$ cat src/hdl/ppsh_pkg.sv
// ppsh_pkg: shared types, register and curve codes, and the sine table builder
// for the particle projection and shading block. No dependencies.
package ppsh_pkg;

  // configuration register indexes
  localparam logic [2:0] CFG_CURRENT_TIME  = 3'd0;
  localparam logic [2:0] CFG_FOCAL_LENGTH  = 3'd1;
  localparam logic [2:0] CFG_CENTER_X      = 3'd2;
  localparam logic [2:0] CFG_CENTER_Y      = 3'd3;
  localparam logic [2:0] CFG_SIZE_CURVE    = 3'd4;
  localparam logic [2:0] CFG_OPACITY_CURVE = 3'd5;
  localparam logic [2:0] CFG_PARTICLE_KIND = 3'd6;

  // life curve codes
  localparam logic [2:0] CURVE_CONST    = 3'd0;
  localparam logic [2:0] CURVE_FADE_IN  = 3'd1;
  localparam logic [2:0] CURVE_FADE_OUT = 3'd2;
  localparam logic [2:0] CURVE_SINE     = 3'd3;
  localparam logic [2:0] CURVE_BELL     = 3'd4;

  localparam logic [16:0] ONE_Q16       = 17'd65536;
  localparam logic [48:0] SIZE_MIN_Q24  = 49'd838860;
  localparam logic [31:0] RADIUS_MIN_Q8 = 32'd64;
  localparam logic [63:0] PI_Q60        = 64'h3243F6A8885A308D;

  // quotient bits of the back-end dividers; offsets beyond this saturate anyway
  localparam int DIV_QW = 34;

  typedef struct packed {
    logic [31:0] current_time;
    logic [31:0] focal_length;
    logic [31:0] center_x;
    logic [31:0] center_y;
    logic [2:0]  size_curve;
    logic [2:0]  opacity_curve;
    logic [3:0]  particle_kind;
  } cfg_t;

  typedef struct packed {
    logic [31:0] pos_x;
    logic [31:0] pos_y;
    logic [31:0] pos_z;
    logic [31:0] birth_time;
    logic [31:0] lifetime;
    logic [31:0] base_size;
    logic [23:0] birth_rgb;
    logic [23:0] death_rgb;
    logic [15:0] opacity_scale;
  } part_t;

  typedef struct packed {
    logic [31:0] pos_x;
    logic [31:0] pos_y;
    logic [31:0] pos_z;
    logic [23:0] birth_rgb;
    logic [23:0] death_rgb;
    logic [16:0] f;
    logic [48:0] size24;
    logic [32:0] opa;
  } shade_t;

  // one request between front, queue and back
  typedef struct packed {
    logic   vld;
    shade_t data;
  } shade_req_t;

  typedef struct packed {
    logic        vld;
    logic [31:0] screen_x;
    logic [31:0] screen_y;
    logic [31:0] radius;
    logic [7:0]  red;
    logic [7:0]  green;
    logic [7:0]  blue;
    logic [7:0]  alpha;
    logic [3:0]  kind_tag;
    logic [31:0] depth;
  } res_t;

  function automatic logic [63:0] mul_q60(logic [63:0] a, logic [63:0] b);
    logic [127:0] p;
    p = {64'd0, a} * {64'd0, b};
    return p[123:60];
  endfunction

  // long division used only while building the table at elaboration
  function automatic logic [63:0] div_u64(logic [63:0] n, logic [63:0] d);
    logic [64:0] rem;
    logic [63:0] q;
    rem = '0;
    q   = '0;
    for (int b = 63; b >= 0; b--) begin
      rem = {rem[63:0], n[b]};
      if (rem >= {1'b0, d}) begin
        rem  = rem - {1'b0, d};
        q[b] = 1'b1;
      end
    end
    return q;
  endfunction

  // sin(pi*i/2^bits) in Q1.16 via a Q60 Taylor series, evaluated at elaboration
  function automatic logic [16:0] sine_entry(int unsigned bits, int unsigned i);
    logic [63:0] n;
    logic [63:0] j;
    logic [63:0] x;
    logic [63:0] x2;
    logic [63:0] term;
    logic [63:0] sum;
    logic [63:0] dv;
    n = 64'd1 << bits;
    j = (64'(i) <= (n >> 1)) ? 64'(i) : n - 64'(i);
    x = (PI_Q60 >> bits) * j + (((PI_Q60 & (n - 64'd1)) * j) >> bits);
    x2 = mul_q60(x, x);
    term = x;
    sum = x;
    for (int k = 1; k <= 20; k++) begin
      if (term != 64'd0) begin
        dv = 64'(2 * k) * 64'(2 * k + 1);
        term = div_u64(mul_q60(term, x2), dv);
        if ((k & 1) != 0) sum = (sum >= term) ? sum - term : 64'd0;
        else sum = sum + term;
      end
    end
    sum = (sum + (64'd1 << 43)) >> 44;
    return sum[16:0];
  endfunction

endpackage

$ cat src/hdl/ppsh_queue.sv
// ppsh_queue: short FIFO between the front and back ends, registered read port.
// Depends on ppsh_pkg for the request type.
module ppsh_queue (
  input  logic                 clk,
  input  logic                 rst_n,
  input  ppsh_pkg::shade_req_t wr,
  output logic                 full,
  output ppsh_pkg::shade_req_t rd
);
  import ppsh_pkg::*;

  localparam int QDEPTH = 4;
  localparam int AW     = $clog2(QDEPTH);

  shade_t      mem_r [QDEPTH];
  logic [AW-1:0] wp_r, wp_nxt;
  logic [AW-1:0] rp_r, rp_nxt;
  logic [AW:0]   cnt_r, cnt_nxt;
  logic          push;
  logic          pop;
  logic          rd_vld_r;
  shade_t        rd_data_r;

  assign full    = cnt_r == (AW+1)'(QDEPTH);
  assign push    = wr.vld && !full;
  assign pop     = cnt_r != '0;  // back end never stalls
  assign wp_nxt  = push ? wp_r + 1'b1 : wp_r;
  assign rp_nxt  = pop ? rp_r + 1'b1 : rp_r;
  assign cnt_nxt = cnt_r + (AW+1)'(push) - (AW+1)'(pop);

  always_ff @(posedge clk) begin
    if (!rst_n) begin
      wp_r     <= '0;
      rp_r     <= '0;
      cnt_r    <= '0;
      rd_vld_r <= 1'b0;
    end else begin
      wp_r     <= wp_nxt;
      rp_r     <= rp_nxt;
      cnt_r    <= cnt_nxt;
      rd_vld_r <= pop;
    end
    if (push) mem_r[wp_r] <= wr.data;
    rd_data_r <= mem_r[rp_r];
  end

  assign rd.vld  = rd_vld_r;
  assign rd.data = rd_data_r;

endmodule

$ cat config.mk
export PLATFORM = sky130hd
export DESIGN_NAME = ppsh_queue
export DESIGN_NICKNAME = d
export VERILOG_FILES = /design/src/hdl/ppsh_pkg.sv /design/src/hdl/ppsh_queue.sv
export SDC_FILE = /design/constraint.sdc
export NUM_CORES = 1
export LEC_CHECK = 0
export ABC_AREA = 1
export BUFFER_PORTS_ARGS = -buffer_cell sky130_fd_sc_hd__buf_2
export CAP_MARGIN = 20
export CORE_ASPECT_RATIO = 2
export CORE_MARGIN = 2
export CORE_UTILIZATION = 60
export CTS_BUF_LIST = sky130_fd_sc_hd__clkbuf_4
export CTS_CLUSTER_DIAMETER = 50
export DETAILED_ROUTE_END_ITERATION = 12
export HOLD_SLACK_MARGIN = 0.02
export PLACE_DENSITY = 0.79
export RECOVER_POWER = 25
export SLEW_MARGIN = 20
export SYNTH_ARGS = -nofsm -noshare
export SYNTH_HDL_FRONTEND = slang
export SYNTH_SLANG_ARGS = --single-unit
$ cat constraint.sdc
create_clock -name clk -period 13.8 [get_ports clk]
set_input_delay 1.38 -clock clk [delete_from_list [all_inputs] [get_ports clk]]
set_output_delay 1.38 -clock clk [all_outputs]
set_load 0.02 [all_outputs]
# == After elaboration in Yosys (flattened, before gate mapping) ==
# Memory sizes are Yosys's and may differ from the RTL's. A register that Yosys moved wholly into a read port is not among the register bits.
# Index checks and enable logic that the tools add are counted.
# W data, S select, Z words.
# op_classes
n_eq_ne,1
n_reduce_logical,3
n_addsub,4
n_mux,2
# op_table
cell,count
$add A2 B1 Y2 const B,2
$add A3 B1 Y3,1
$eq A3 B3 Y1 const B,1
$reduce_bool A3 Y1,1
$sub A3 B1 Y3,1
$mux W1,2
$logic_and A1 B1 Y1,1
$logic_not A1 Y1,1
# totals
in_bits,246
ram_bits,972
register_bits,8
word_cells,15
n_memories,1
out_inout_bits,245
# mem_list
name,words,word_bits,rd,rd_ports_with_merged_regs,wr,line_no,text
mem_r,4,243,1,1,1,ppsh_queue.sv:15,shade_t mem_r [QDEPTH];

# == Depth between registers and ports, before layout ==
# depth
ltp_word,5
mapped_depth,11
depth_no_buf,11

# == Least setup slack after synthesis ==
# Ideal clock, no wire load.
# synth_timing
path_type,in2reg
from,input port wr[243] in the netlist's numbering
to,memory mem_r[0][0] in the netlist's numbering (enable)
arrival_time_ns,11.564
slack_ns,1.384
path_buffers,0
setup_ns,0.852
required_ns,12.948
cell_stages,2
cell_sequence,nand2_1 > nor2_1
# synth_between
elab_chain_len,3
# synth_rtl
item,line_no,text
start: declaration,ppsh_queue.sv:6,"input ppsh_pkg::shade_req_t wr,"
$logic_and A1 B1 Y1,ppsh_queue.sv:25,assign push = wr.vld && !full;
$mux W1,ppsh_queue.sv:43,if (push) mem_r[wp_r] <= wr.data;
$mux W1 (not written as such),ppsh_queue.sv:43,
end: declaration,ppsh_queue.sv:15,
# Every way passes these cells.

==> results.py <==
metrics = {
    "clock_network": {
        "cts_resized": 0,
        "cts_sinks": 1223,
        "hold_buffers": 0,
        "h-tree-depth": 4,
        "numCtsBuffers": 238,
        "clk_pin_slew_ns": 0.07,
        "cts_root_buf": "clkbuf_4",
        "cts_setup_buffers": 0,
        "clk_latency_ns": 1.07,
        "cts_buffer_depth": 3,
        "tritoncts": "yes",
    },
    "power_and_ir_drop": {
        "p_per_area_nw_per_um2": 217,
        "ir_worst_vdd_uv": 169,
        "p_leak_nw": 16.6,
    },
    "critical_path": {
        "endpoint": "rd[128]$_DFF_P_",
        "rr_worst_depth": 5,
        "path_depth": 5,
        "cpMostUsedCell": "buf_4",
        "reg2reg_from": "rp_r[0]$_SDFFE_PN0N_",
        "critPathCaptureType": "flop",
        "crit_slowest_cell": "dfxtp_4",
        "slowest_delay_ns": 1.06,
        "timing.rr.end": "rd[128]$_DFF_P_",
        "crit_family": "buffers and inverters",
        "timing.critical_path.fanout_max": 112,
        "cp_num_buf_inv": 3,
        "crit_path_start_kind": "flop",
        "r2r_slack_ns": 9.70,
        "critPathLaunch": "rp_r[0]$_SDFFE_PN0N_",
        "crit_chain": "buf_4 -> buf_4 -> buf_6 -> o21ai_0 -> o22ai_1",
        "arrival_ns": 5.05,
        "worstPathRequired_ns": 14.75,
        "crit_type": "reg2reg",
    },
    "synthesis": {
        "synthTopCellsByCount": "edfxtp_1 (972), nor2_1 (498), o21ai_0 (387)",
        "synth.net_count": 2910,
        "synth-seq-cells": 1223,
        "yosys-top-cells-area": "edfxtp_1 (71%), dfxtp_1 (12%), o21ai_0 (4.7%)",
        "synthesis.area_sq_um": 41000,
        "ys.warnings.count": 0,
        "async_reset_ff_share_pct": 0,
        "synth_edf_count": 972,
        "yosysMostFrequentCell": "edfxtp_1",
        "avgSynthCellArea_sq_um": 15.4,
        "yosys.area.top_type": "edfxtp_1",
        "synth_ff_type": "edfxtp_1",
        "ys_types": 19,
        "synth_cells": 2657,
        "synth_top_area_share_pct": 71.1,
        "yosysSeqAreaShare_pct": 83.3,
    },
    "timing": {
        "rsz0062_at_grt": "false",
        "hold_viol_final": 0,
        "setup_tns_ns": 0,
        "report.final.slew_viol_count": 0,
        "setup_viol": 0,
        "finalCriticalPeriod_ns": 4.10,
        "fin_worst_skew_ns": 0.0532,
        "fin_crit_sh_pct": 29.7,
        "worstMarginPinSlew_ns": 1.13,
        "relSlewSlack_pct": 24.5,
        "timing.hold.ws_ns": 0.461,
        "fmax_mhz": 244,
    },
    "status": {
        "outcome": "finished clean",
    },
    "route": {
        "route.detailed.drc": 0,
        "route.vias.total": 24900,
        "first_pass_iters": 6,
        "post_drt_wl_per_cell_um": 21.1,
        "via_per_inst": 5.69,
        "drt_iter0_drc": 1908,
        "antenna_left": 0,
        "wl_um": 92500,
    },
    "die": {
        "die_area_sq_um": 70700,
        "die_x_um": 189,
        "initial_utilization_pct": 60.6,
        "die_h_um": 374,
        "core_area_sq_um": 67700,
        "rows": 135,
        "num_io_pins": 491,
    },
    "cells_and_area": {
        "drive_gt1_share_pct": 21.1,
        "nets": 3505,
        "syn_to_final_growth_pct": 15.1,
    },
    "global_route": {
        "antenna_found_initial": 27,
        "grt_max_degree": 189,
        "overflow": 0,
        "track_usage_pct": 26.0,
        "grt_pass1_vias": 26200,
        "grt_pass1_wl_um": 140000,
    },
    "flow_run": {
        "max_cap_violations": 0,
    },
    "worst_hold_path": {
        "hold_start": "mem_r[0][140]$_DFFE_PP_",
        "whs_path_depth": 2,
        "hold_class": "reg2reg",
    },
    "placed_design": {
        "gp_congestion": 0.764,
        "dp_hpwl_um": 52700,
        "portBuffers": 490,
    },
}
## cell families (layout without fill, tap and decap cells)
family | after synthesis | in the layout | share of synthesized area (%)
flops | 1223 | 1223 | 83.3
compound gates | 734 | 734 | 9.69
buf+inv | 178 | 988 | 2.01
fa+ha+maj | 7 | 7 | 0.232
simple gates | 515 | 515 | 4.73
other cells | 0 | 25 | 0
## routing by layer
metal	wire [um]	track usage, %	up-vias	part of all wire [%]
met4	3620	13.6	26	3.9
met3	9630	9.16	239	10
li1	-	-	11300	-
met2	47400	44.2	1156	51
met5	184	0	-	0.20
met1	31600	28.5	12200	34
## power breakdown
part	internal, mW	leakage, nW	total, mW	switching [mW]
combinational	0.725	3.64	2.64	1.92
clock	1.32	1.94	2.60	1.28
sequential	4.72	11.0	5.00	0.276
total	6.77	16.6	10.2	3.47
## cell type report
| class | instances | area (sq um) |
|---|---|---|
| timing repair buffer | 517 | 2470 |
| inverter | 16 | 72.6 |
| multi-input combinational | 1256 | 6040 |
| antenna | 25 | 62.6 |
| clock inverter | 91 | 524 |
| sequential | 1223 | 34200 |
| clock buffer | 364 | 2730 |
| fill | 4409 | 20500 |
| tap | 890 | 1110 |
## worst register-to-register path, stage by stage (launching register included)
cell	delay, ns
dfxtp_4	1.06
buf_4	0.85
buf_4	0.84
buf_6	0.73
o21ai_0	0.33
o22ai_1	0.22
## metrics by stage
stage / area (sq um) / std cells / power [mW] / setup slack [ns] / utilization [%]
finish: 47200 / 4382 / 10.2 / 9.70 / 69.7
global route: 47200 / 4370 / 10.7 / 9.37 / 69.7
CTS: 47400 / 4355 / 10.3 / 9.45 / 69.9
detailed placement: 44100 / 3900 / 7.70 / 8.84 / 65.1
global placement: 44100 / 3900 / 7.57 / 8.90 / 65.1
floorplan: 41000 / 2657 / 6.83 / 1.38 / -
## registers in the layout, summed over array words and instances (netlist names)
signal / cells
cnt_r: 3
wp_r: 2
rp_r: 2
rd_vld_r: 1
rd: 243
mem_r: 972
## how the worst min path moves through the flow
stage	endpoint
2_1_floorplan	rd[10]$_DFF_P_
3_3_place_gp	rd[220]$_DFF_P_
3_5_place_dp	rd[118]$_DFF_P_
4_1_cts	mem_r[3][63]$_DFFE_PP_
5_1_grt	mem_r[2][14]$_DFFE_PP_
6_report	rd[140]$_DFF_P_
## layout by cell type, fill, tap and decap left out, types with 64 or more instances in the layout
master / netlist / routed
buf_2: 37 / 306
clkbuf_1: 100 / 184
clkbuf_4: 0 / 364
clkinv_1: 1 / 64
dfxtp_1: 251 / 249
edfxtp_1: 972 / 972
nor2_1: 498 / 494
o21ai_0: 387 / 387
o21ai_1: 100 / 100
o22ai_1: 243 / 243
Note: power is estimated with default switching activity, not from simulation.
